[src/sv/ltms_pkg.sv]
// Shared types, widths and constants for the light tracker motor step block.
`default_nettype none
package ltms_pkg;

  localparam int unsigned SampleW = 10;
  localparam int unsigned PctW    = 7;
  localparam int unsigned DutyW   = 8;
  localparam int unsigned ModeW   = 2;
  localparam int unsigned DiffW   = SampleW + 1;
  // |(sample - low) * 100| is at most 102300, which needs 17 bits
  localparam int unsigned NumW    = 17;
  localparam int unsigned DenW    = SampleW;

  localparam int unsigned ApbDataW = 32;
  localparam int unsigned ApbAddrW = 4;

  // register indexes on the configuration port
  localparam logic [1:0] RegPotLow   = 2'd0;
  localparam logic [1:0] RegPotHigh  = 2'd1;
  localparam logic [1:0] RegPosLower = 2'd2;
  localparam logic [1:0] RegPosUpper = 2'd3;

  // motor mode codes
  localparam logic [ModeW-1:0] ModeStop = 2'd0;
  localparam logic [ModeW-1:0] ModeFwd  = 2'd1;
  localparam logic [ModeW-1:0] ModeRev  = 2'd2;

  // light difference bands
  localparam logic signed [DiffW-1:0] DeadZone   = 11'sd5;
  localparam logic signed [DiffW-1:0] BandWide   = 11'sd50;
  localparam logic signed [DiffW-1:0] BandNarrow = 11'sd25;

  localparam logic [DutyW-1:0] SpeedFast = 8'd255;
  localparam logic [DutyW-1:0] SpeedMid  = 8'd150;
  localparam logic [DutyW-1:0] SpeedSlow = 8'd100;

  localparam logic [PctW-1:0] PctFull   = 7'd100;
  localparam logic [PctW-1:0] PosTop    = 7'd99;
  localparam logic [PctW-1:0] PosBottom = 7'd1;

  typedef struct packed {
    logic [SampleW-1:0] light_a;
    logic [SampleW-1:0] light_b;
    logic [SampleW-1:0] pot_sample;
  } in_item_t;

  typedef struct packed {
    logic [ModeW-1:0] motor_mode;
    logic [DutyW-1:0] pwm_target;
    logic             soft_start;
    logic [PctW-1:0]  position_pct;
    logic             command_taken;
  } out_item_t;

  typedef struct packed {
    logic             fwd;
    logic [DutyW-1:0] speed;
  } drive_state_t;

  typedef struct packed {
    logic [PctW-1:0] lower;
    logic [PctW-1:0] upper;
  } limits_t;

  typedef struct packed {
    out_item_t    item;
    drive_state_t next_state;
  } drive_result_t;

  typedef struct packed {
    logic busy;
    logic done;
  } div_status_t;

endpackage
`default_nettype wire

[src/sv/light_tracker_motor_step.sv]
// Top level of the light tracker motor step: register file, sequencer, output register.
`default_nettype none
//
//  channel   direction  handshake                 payload
//  --------  ---------  ------------------------  ---------------------------------
//  in        sink       in_valid_i / in_ready_o   in_data_i  (light_a, light_b, pot)
//  out       source     out_valid_o / out_ready_i out_data_o (mode, pwm, soft, pos,
//                                                  command_taken)
//  config    APB slave  psel/penable/pready       4 registers at byte 0, 4, 8, 12
//
//  A request goes from acceptance to a loaded result in steps: form the scaled
//  numerator, divide in the restoring divider (one quotient bit per cycle), wait
//  for the divider's done flag, then decide.
//  Reset clears the drive state to forward at speed 0 and the registers to their
//  calibration defaults; no clearing pass is needed.
//  in_ready_o is high whenever the sequencer is idle, even while a result waits
//  in the output register; a finished request waits in the decide step until that
//  register is free, so a stalled output stalls at most one request behind it.
//
module light_tracker_motor_step (
  input  wire                              clk_i,
  input  wire                              rst_ni,
  input  wire                              in_valid_i,
  output logic                             in_ready_o,
  input  ltms_pkg::in_item_t               in_data_i,
  output logic                             out_valid_o,
  input  wire                              out_ready_i,
  output ltms_pkg::out_item_t              out_data_o,
  input  wire                              psel,
  input  wire                              penable,
  input  wire                              pwrite,
  input  wire [ltms_pkg::ApbAddrW-1:0]     paddr,
  input  wire [ltms_pkg::ApbDataW-1:0]     pwdata,
  output logic [ltms_pkg::ApbDataW-1:0]    prdata,
  output logic                             pready
);
  import ltms_pkg::*;

  typedef enum logic [1:0] {
    S_IDLE,
    S_PREP,
    S_DIV,
    S_OUT
  } state_e;

  // configuration registers
  logic [SampleW-1:0] pot_low_q;
  logic [SampleW-1:0] pot_high_q;
  limits_t            limits_q;
  logic               cfg_wr;

  // sequencer and datapath registers
  state_e       state_q;
  in_item_t     item_q;
  logic         neg_q;
  logic         den_zero_q;
  drive_state_t drive_q;
  logic         out_valid_q;
  out_item_t    out_data_q;

  // numerator/denominator forming
  logic signed [DiffW-1:0]  num_diff;
  logic signed [DiffW-1:0]  den_diff;
  logic signed [NumW:0]     num_prod;
  logic [NumW-1:0]          num_mag;
  logic [DenW-1:0]          den_mag;
  logic signed [DiffW-1:0]  den_abs;
  logic signed [NumW:0]     num_abs;

  div_status_t      div_stat;
  logic [NumW-1:0]  div_quot;
  logic [PctW-1:0]  pos;
  drive_result_t    drive_res;
  logic             out_free;

  // ---------------------------------------------------------------- APB port
  assign pready = 1'b1;
  assign cfg_wr = psel && penable && pwrite && pready;

  always_ff @(posedge clk_i or negedge rst_ni) begin
    if (!rst_ni) begin
      pot_low_q      <= '0;
      pot_high_q     <= '1;
      limits_q.lower <= '0;
      limits_q.upper <= PctFull;
    end else if (cfg_wr) begin
      case (paddr[3:2])
        RegPotLow:   pot_low_q      <= pwdata[SampleW-1:0];
        RegPotHigh:  pot_high_q     <= pwdata[SampleW-1:0];
        RegPosLower: limits_q.lower <= pwdata[PctW-1:0];
        RegPosUpper: limits_q.upper <= pwdata[PctW-1:0];
        default: ;
      endcase
    end
  end

  always_comb begin
    case (paddr[3:2])
      RegPotLow:   prdata = ApbDataW'(pot_low_q);
      RegPotHigh:  prdata = ApbDataW'(pot_high_q);
      RegPosLower: prdata = ApbDataW'(limits_q.lower);
      RegPosUpper: prdata = ApbDataW'(limits_q.upper);
      default:     prdata = '0;
    endcase
  end

  // ---------------------------------------------------- position scaling
  // Form |(pot - low) * 100| and |high - low|; the divider works on magnitudes
  // and the sign of the true quotient decides the clamp at zero.
  always_comb begin
    num_diff = $signed({1'b0, item_q.pot_sample}) - $signed({1'b0, pot_low_q});
    den_diff = $signed({1'b0, pot_high_q}) - $signed({1'b0, pot_low_q});
    num_prod = $signed({{(NumW+1-DiffW){num_diff[DiffW-1]}}, num_diff}) * 18'sd100;
    num_abs  = num_prod[NumW] ? -num_prod : num_prod;
    den_abs  = den_diff[DiffW-1] ? -den_diff : den_diff;
    num_mag  = num_abs[NumW-1:0];
    den_mag  = den_abs[DenW-1:0];
  end

  ltms_div u_div (
    .clk_i      (clk_i),
    .rst_ni     (rst_ni),
    .start_i    (state_q == S_PREP),
    .dividend_i (num_mag),
    .divisor_i  (den_mag),
    .status_o   (div_stat),
    .quot_o     (div_quot)
  );

  // clamp: a negative quotient or a zero span gives 0, anything above full scale gives 100
  always_comb begin
    if (den_zero_q || neg_q) begin
      pos = '0;
    end else if (div_quot > NumW'(PctFull)) begin
      pos = PctFull;
    end else begin
      pos = div_quot[PctW-1:0];
    end
  end

  ltms_drive u_drive (
    .item_i   (item_q),
    .pos_i    (pos),
    .limits_i (limits_q),
    .state_i  (drive_q),
    .result_o (drive_res)
  );

  // ---------------------------------------------------------- sequencer
  assign in_ready_o = (state_q == S_IDLE);
  assign out_free   = !out_valid_q || out_ready_i;

  always_ff @(posedge clk_i or negedge rst_ni) begin
    if (!rst_ni) begin
      state_q     <= S_IDLE;
      item_q      <= '0;
      neg_q       <= 1'b0;
      den_zero_q  <= 1'b0;
      drive_q.fwd <= 1'b1;
      drive_q.speed <= '0;
      out_valid_q <= 1'b0;
      out_data_q  <= '0;
    end else begin
      // drop the output once it is taken, unless the decide step loads the next one
      if (out_valid_q && out_ready_i && state_q != S_OUT) begin
        out_valid_q <= 1'b0;
      end
      case (state_q)
        S_IDLE: begin
          if (in_valid_i) begin
            item_q  <= in_data_i;
            state_q <= S_PREP;
          end
        end
        S_PREP: begin
          neg_q      <= num_prod[NumW] ^ den_diff[DiffW-1];
          den_zero_q <= (den_diff == '0);
          state_q    <= S_DIV;
        end
        S_DIV: begin
          if (div_stat.done) begin
            state_q <= S_OUT;
          end
        end
        S_OUT: begin
          // hold until the output register can take the result
          if (out_free) begin
            drive_q     <= drive_res.next_state;
            out_data_q  <= drive_res.item;
            out_valid_q <= 1'b1;
            state_q     <= S_IDLE;
          end
        end
        default: state_q <= S_IDLE;
      endcase
    end
  end

  assign out_valid_o = out_valid_q;
  assign out_data_o  = out_data_q;

  // ---------------------------------------------------------- assertions
  a_idle_not_dividing: assert property (@(posedge clk_i) disable iff (!rst_ni)
    in_ready_o |-> !div_stat.busy)
    else $error("input ready while the divider is still busy");

  a_done_in_div: assert property (@(posedge clk_i) disable iff (!rst_ni)
    div_stat.done |-> (state_q == S_DIV))
    else $error("divider finished outside the divide step");

  a_mode_matches_duty: assert property (@(posedge clk_i) disable iff (!rst_ni)
    out_valid_o |-> ((out_data_o.pwm_target == '0) == (out_data_o.motor_mode == ModeStop)))
    else $error("motor mode disagrees with duty target");

  a_soft_start_driving: assert property (@(posedge clk_i) disable iff (!rst_ni)
    (out_valid_o && out_data_o.soft_start) |->
      (out_data_o.command_taken && out_data_o.pwm_target != '0))
    else $error("soft start flagged without a taken drive command");

endmodule
`default_nettype wire

[src/sv/ltms_div.sv]
// Restoring unsigned divider, one quotient bit per cycle.
`default_nettype none
module ltms_div (
  input  wire                        clk_i,
  input  wire                        rst_ni,
  input  wire                        start_i,
  input  wire [ltms_pkg::NumW-1:0]   dividend_i,
  input  wire [ltms_pkg::DenW-1:0]   divisor_i,
  output ltms_pkg::div_status_t      status_o,
  output logic [ltms_pkg::NumW-1:0]  quot_o
);
  import ltms_pkg::*;

  localparam int unsigned CntW = $clog2(NumW);
  localparam logic [CntW-1:0] LastStep = CntW'(NumW - 1);

  logic [NumW-1:0] quot_q, quot_d;
  logic [DenW-1:0] rem_q, rem_d;
  logic [DenW-1:0] den_q, den_d;
  logic [CntW-1:0] cnt_q, cnt_d;
  logic            busy_q, busy_d;
  logic            done_q, done_d;
  logic [DenW:0]   shifted;
  logic [DenW:0]   diff;
  logic            fits;

  always_comb begin
    shifted = {rem_q, quot_q[NumW-1]};
    diff    = shifted - {1'b0, den_q};
    fits    = (shifted >= {1'b0, den_q});
    quot_d  = quot_q;
    rem_d   = rem_q;
    den_d   = den_q;
    cnt_d   = cnt_q;
    busy_d  = busy_q;
    done_d  = 1'b0;
    if (start_i) begin
      quot_d = dividend_i;
      rem_d  = '0;
      den_d  = divisor_i;
      cnt_d  = '0;
      busy_d = 1'b1;
    end else if (busy_q) begin
      rem_d  = fits ? diff[DenW-1:0] : shifted[DenW-1:0];
      quot_d = {quot_q[NumW-2:0], fits};
      cnt_d  = cnt_q + 1'b1;
      if (cnt_q == LastStep) begin
        busy_d = 1'b0;
        done_d = 1'b1;
      end
    end
  end

  always_ff @(posedge clk_i or negedge rst_ni) begin
    if (!rst_ni) begin
      busy_q <= 1'b0;
      done_q <= 1'b0;
      cnt_q  <= '0;
    end else begin
      busy_q <= busy_d;
      done_q <= done_d;
      cnt_q  <= cnt_d;
    end
  end

  always_ff @(posedge clk_i) begin
    quot_q <= quot_d;
    rem_q  <= rem_d;
    den_q  <= den_d;
  end

  assign status_o.busy = busy_q;
  assign status_o.done = done_q;
  assign quot_o        = quot_q;

endmodule
`default_nettype wire

[src/sv/ltms_drive.sv]
// Band decode, position limits and soft start decision for one item.
`default_nettype none
module ltms_drive (
  input  ltms_pkg::in_item_t        item_i,
  input  wire [ltms_pkg::PctW-1:0]  pos_i,
  input  ltms_pkg::limits_t         limits_i,
  input  ltms_pkg::drive_state_t    state_i,
  output ltms_pkg::drive_result_t   result_o
);
  import ltms_pkg::*;

  logic signed [DiffW-1:0] diff;
  logic signed [DiffW-1:0] mag;
  logic                    fwd;
  logic [DutyW-1:0]        speed;
  logic [DutyW-1:0]        prev_speed;
  logic                    taken;
  logic                    ramp;
  logic                    blocked;
  drive_state_t            nxt;

  always_comb begin
    diff       = $signed({1'b0, item_i.light_a}) - $signed({1'b0, item_i.light_b});
    mag        = diff[DiffW-1] ? -diff : diff;
    fwd        = 1'b1;
    speed      = '0;
    prev_speed = state_i.speed;
    taken      = 1'b1;
    ramp       = 1'b0;
    blocked    = 1'b0;
    nxt        = state_i;
    if (mag < DeadZone) begin
      nxt.speed = '0;
    end else begin
      if (diff < -BandWide) begin
        speed = SpeedFast;
      end else if (diff > -BandWide && diff < -BandNarrow) begin
        speed = SpeedMid;
      end else if (diff > -BandNarrow && diff < 0) begin
        speed = SpeedSlow;
      end else if (diff > 0 && diff < BandNarrow) begin
        fwd   = 1'b0;
        speed = SpeedSlow;
      end else if (diff > BandNarrow && diff < BandWide) begin
        fwd   = 1'b0;
        speed = SpeedMid;
      end else if (diff > BandWide) begin
        fwd   = 1'b0;
        speed = SpeedFast;
      end else begin
        // band gap: hold the previous drive
        taken = 1'b0;
      end
      if (taken) begin
        blocked = fwd ? (pos_i > limits_i.upper || pos_i > PosTop)
                      : (pos_i < limits_i.lower || pos_i < PosBottom);
        if (blocked) begin
          nxt.speed = '0;
        end else begin
          if (state_i.fwd != fwd) begin
            nxt.fwd    = fwd;
            prev_speed = '0;
          end
          ramp      = (prev_speed != speed);
          nxt.speed = speed;
        end
      end
    end

    result_o.next_state         = nxt;
    result_o.item.motor_mode    = (nxt.speed == '0) ? ModeStop : (nxt.fwd ? ModeFwd : ModeRev);
    result_o.item.pwm_target    = nxt.speed;
    result_o.item.soft_start    = ramp;
    result_o.item.position_pct  = pos_i;
    result_o.item.command_taken = taken;
  end

endmodule
`default_nettype wire
[config.mk]
export PLATFORM = sky130hd
export DESIGN_NAME = light_tracker_motor_step
export DESIGN_NICKNAME = d
export VERILOG_FILES = /design/src/sv/ltms_pkg.sv /design/src/sv/light_tracker_motor_step.sv /design/src/sv/ltms_div.sv /design/src/sv/ltms_drive.sv
export SDC_FILE = /design/constraint.sdc
export NUM_CORES = 1
export LEC_CHECK = 0
export BUFFER_PORTS_ARGS = -buffer_cell sky130_fd_sc_hd__clkbuf_2
export CAP_MARGIN = 0
export CORE_ASPECT_RATIO = 1.5
export CORE_MARGIN = 3
export CORE_UTILIZATION = 40
export DETAILED_ROUTE_END_ITERATION = 10
export GPL_TIMING_DRIVEN = 1
export PLACE_DENSITY = 0.68
export SLEW_MARGIN = 20
export SYNTH_ARGS = -nofsm -noshare
export SYNTH_HDL_FRONTEND = slang
export SYNTH_SLANG_ARGS = --single-unit
[constraint.sdc]
create_clock -name clk_i -period 5.54 [get_ports clk_i]
set_input_delay 0.554 -clock clk_i [delete_from_list [all_inputs] [get_ports clk_i]]
set_output_delay 0.554 -clock clk_i [all_outputs]
set_load 0.01 [all_outputs]
==> reports/qor.yml <==
synth:
  synth_enable_flop_cells: 27
  yosys_warnings: 0
  synth_top_flop_cell: "sky130_fd_sc_hd__dfrtp_1"
  synth.largest_area_cell: "sky130_fd_sc_hd__dfrtp_1"
  mappedNetlistArea_mm2: 0.0100
  post_synth_num_cell_types: 83
  yosys_register_bits: 133
  synthDominantCellAreaShare_pct: 20.5
  avg_synthesized_cell_area_um2: 9.53
  largest_cells_by_area_after_synthesis: "sky130_fd_sc_hd__dfrtp_1 21%, sky130_fd_sc_hd__ha_1 12%, sky130_fd_sc_hd__edfxtp_1 8.1%"
  synth-seq-area-share_pct: 34.3
  ys_async_sr_fraction_pct: 72.2
  netlist_instances: 1050
sta:
  hold_vio_cnt_final: 0
  setup_ws_ns: 0.155
  setup_viol_count_final: 0
  fin_crit_sh_pct: 97.2
  period_minus_slack_ns: 5.38
  max_freq_ghz: 0.186
  timing.final.max_slew_violations: 0
  max-slew-margin-rel_pct: 36.0
  skew_ns: 0.00649
  whs_ns: 0.0899
  worst-slew-pin-transition_ns: 0.957
route:
  drtPass1Iterations: 7
  route.detailed.drc: 0
  drt-initial-drc-count: 227
  wirelength_mm: 22.5
  final_antenna_net_count: 0
  detail_route.vias_per_cell: 5.20
  detailroute.via_count: 7683
  wl_per_cell_um: 15.2
placed_design:
  dp_slack_ns: -0.0331
  post-dp-hpwl_mm: 17.4
  routabilityCongestion: 0.866
  dpl.cell_count: 1438
  io_buffer_count: 79
  placement.cell_area_mm2: 0.0107
setup_path:
  critical-path-slowest-cell: "sky130_fd_sc_hd__fa_1"
  cp_common_cell: "sky130_fd_sc_hd__inv_1"
  cp_top_family: "adder cells"
  cp_max_fo: 3
  worst-endpoint-required_ns: 5.70
  critical_path.startpoint: "item_q[0]"
  worstSetupPathType: "register to register"
  cp_data_arrival_time_ns: 5.55
  timing.critical_path.slowest_cell_delay_ns: 0.54
  setup.worst_path.start_class: "register"
  crit_path_end_kind: "register"
  cp_num_buf_inv: 6
  r2r-start: "item_q[0]"
cts:
  clkTransAtPathRegs_ns: 0.06
  cts-root-buf: "sky130_fd_sc_hd__clkbuf_16"
  cts_buffer_depth: 2
  cts_inserted_buffers: 17
  holdBufCountCts: 0
  cts_tree: "yes"
  cts.sink_count: 133
  cts-htree-levels: 4
  worst_skew_pair.late_latency_ns: 0.42
layout:
  diodes_inserted: 0
  finalInstanceArea_mm2: 0.0115
  layout-drive-gt1-share_pct: 24.7
  area_growth_syn_to_layout_pct: 14.9
  fin_cells: 1477
  layout.nets: 1324
min_path:
  worst_hold_path_type: "primary input to async pin"
floorplan:
  die_y_um: 200
  die_width_um: 135
  die_area_mm2: 0.0270
  boundaryPins: 127
  fp-row-count: 70
  floorplan.core_area_mm2: 0.0245
  starting_utilization_of_the_core_area_pct: 40.8
grt:
  grt-ovfl-total: 0
  use_met1_pct: 18.1
  grt_use_total_pct: 17.2
  grt_start_max_net_pins: 60
  gr-usage-met3_pct: 3.38
  grt_busiest_layer: "met2"
  grt_antenna_before_repair: 1
  grt_first_pass_wirelength_mm: 37.2
  grt_pass1_vias: 7882
  grt_use_met2_pct: 32.3
outcome:
  run_status: "complete, no violations"
flow_run:
  number_of_max_cap_violations: 0
==> what timing repair did <==
| item | 4_1_cts | 5_1_grt |
|---|---|---|
| cloned | 1 | 0 |
| buffers inserted | 0 | 6 |
| gates resized for setup | 12 | 34 |
| pin swaps | 3 | 18 |
| setup endpoints to repair | 2 | 15 |
==> cells in the mapped netlist, types with 6 or more instances <==
library cell               count
sky130_fd_sc_hd__dfxtp_1      10
sky130_fd_sc_hd__nor2b_1      16
sky130_fd_sc_hd__or3_1        10
sky130_fd_sc_hd__nor2_1       85
sky130_fd_sc_hd__nand2b_1     11
sky130_fd_sc_hd__o211ai_1      6
sky130_fd_sc_hd__nand2_1      70
sky130_fd_sc_hd__edfxtp_1     27
sky130_fd_sc_hd__a21o_1       11
sky130_fd_sc_hd__dfstp_2      14
sky130_fd_sc_hd__fa_1         13
sky130_fd_sc_hd__o21ai_0      44
sky130_fd_sc_hd__nor3_1       16
sky130_fd_sc_hd__a21boi_0      8
sky130_fd_sc_hd__mux2i_1      14
sky130_fd_sc_hd__nor4_1        8
sky130_fd_sc_hd__ha_1         98
sky130_fd_sc_hd__buf_4        32
sky130_fd_sc_hd__nand4_1       8
sky130_fd_sc_hd__xnor2_1      37
sky130_fd_sc_hd__nand3_1      14
sky130_fd_sc_hd__a211oi_1     14
sky130_fd_sc_hd__or2_2         6
sky130_fd_sc_hd__clkbuf_1     17
sky130_fd_sc_hd__buf_2         6
sky130_fd_sc_hd__dfrtp_1      82
sky130_fd_sc_hd__a21oi_1      52
sky130_fd_sc_hd__mux4_2        7
sky130_fd_sc_hd__mux2_2       63
sky130_fd_sc_hd__inv_1       121
sky130_fd_sc_hd__o21a_1        7
sky130_fd_sc_hd__o21ai_1       9
sky130_fd_sc_hd__xor2_1       28
==> cell usage in the layout, fill, tap and decap left out, types with 10 or more instances in the layout <==
| master | Yosys | routed |
|---|---|---|
| sky130_fd_sc_hd__a211oi_1 | 14 | 14 |
| sky130_fd_sc_hd__a21o_1 | 11 | 11 |
| sky130_fd_sc_hd__a21oi_1 | 52 | 48 |
| sky130_fd_sc_hd__buf_4 | 32 | 29 |
| sky130_fd_sc_hd__clkbuf_16 | 0 | 17 |
| sky130_fd_sc_hd__clkbuf_2 | 0 | 78 |
| sky130_fd_sc_hd__conb_1 | 2 | 23 |
| sky130_fd_sc_hd__dfrtp_1 | 82 | 82 |
| sky130_fd_sc_hd__dfstp_2 | 14 | 14 |
| sky130_fd_sc_hd__dfxtp_1 | 10 | 10 |
| sky130_fd_sc_hd__edfxtp_1 | 27 | 27 |
| sky130_fd_sc_hd__fa_1 | 13 | 11 |
| sky130_fd_sc_hd__ha_1 | 98 | 89 |
| sky130_fd_sc_hd__inv_1 | 121 | 119 |
| sky130_fd_sc_hd__mux2_2 | 63 | 63 |
| sky130_fd_sc_hd__mux2i_1 | 14 | 14 |
| sky130_fd_sc_hd__nand2_1 | 70 | 70 |
| sky130_fd_sc_hd__nand2b_1 | 11 | 11 |
| sky130_fd_sc_hd__nand3_1 | 14 | 14 |
| sky130_fd_sc_hd__nor2_1 | 85 | 85 |
| sky130_fd_sc_hd__nor2b_1 | 16 | 14 |
| sky130_fd_sc_hd__nor3_1 | 16 | 14 |
| sky130_fd_sc_hd__o21ai_0 | 44 | 39 |
| sky130_fd_sc_hd__o21ai_1 | 9 | 11 |
| sky130_fd_sc_hd__xnor2_1 | 37 | 34 |
| sky130_fd_sc_hd__xor2_1 | 28 | 27 |
==> final cells by class <==
| class | instances | area, um^2 |
|---|---|---|
| Inverter | 121 | 454 |
| Sequential cell | 133 | 3430 |
| Clock inverter | 14 | 103 |
| Fill cell | 2323 | 13000 |
| Timing Repair Buffer | 108 | 613 |
| Multi-Input combinational cell | 759 | 6060 |
| Tap cell | 324 | 405 |
| Clock buffer | 18 | 429 |
==> per-layer routing <==
metal  routed length, um  share of wire, %  up-vias
li1                    -                 -     3795
met4                 903               4.0        2
met5                   7             0.031        -
met1                8600                38     3666
met2               12100                54      165
met3                 869               3.9       55
==> worst paths after layout <==
kind / end / slack [ns] / cells after the start
setup / recovery: u_div.quot_o[16] / 0.16 / 26
hold / removal: u_div.cnt_q[3] / 0.09 / 1
setup reg to reg: u_div.quot_o[16] / 0.16 / 26
hold reg to reg: u_div.rem_q[9] / 0.49 / 2
max in group asynchronous: limits_q[13] / 4.29 / 2
min in group clk_i: pot_low_q[8] / 0.35 / 3
==> state kept, by name, indices dropped and copies added, names as in the netlist, 2 cells and up <==
name / flops
u_div.rem_q: 10
pot_high_q: 10
pot_low_q: 10
out_data_o: 19
u_div.quot_o: 17
state_q: 2
u_div.den_q: 10
limits_q: 14
u_div.cnt_q: 5
item_q: 30
==> metrics by stage <==
stage | TNS (ns) | utilization (%)
floorplan | 0 | -
global placement | 0 | 43.7
detailed placement | -0.0331 | 43.7
CTS | 0 | 46.1
global route | -0.643 | 46.9
finish | 0 | 46.9
==> cell families after synthesis <==
kind of cell    count (synthesis)  synth area share, %
compound gates                208                 14.1
fa+ha+maj                     111                 14.9
buf+inv                       179                 7.99
xor+xnor                       65                 5.69
mux                            84                 10.1
other cells                     2               0.0751
flops                         133                 34.3
simple gates                  268                 12.9
Power is not shown: default switching activity piles up to over one toggle a cycle in this logic, so the estimate is an artifact.
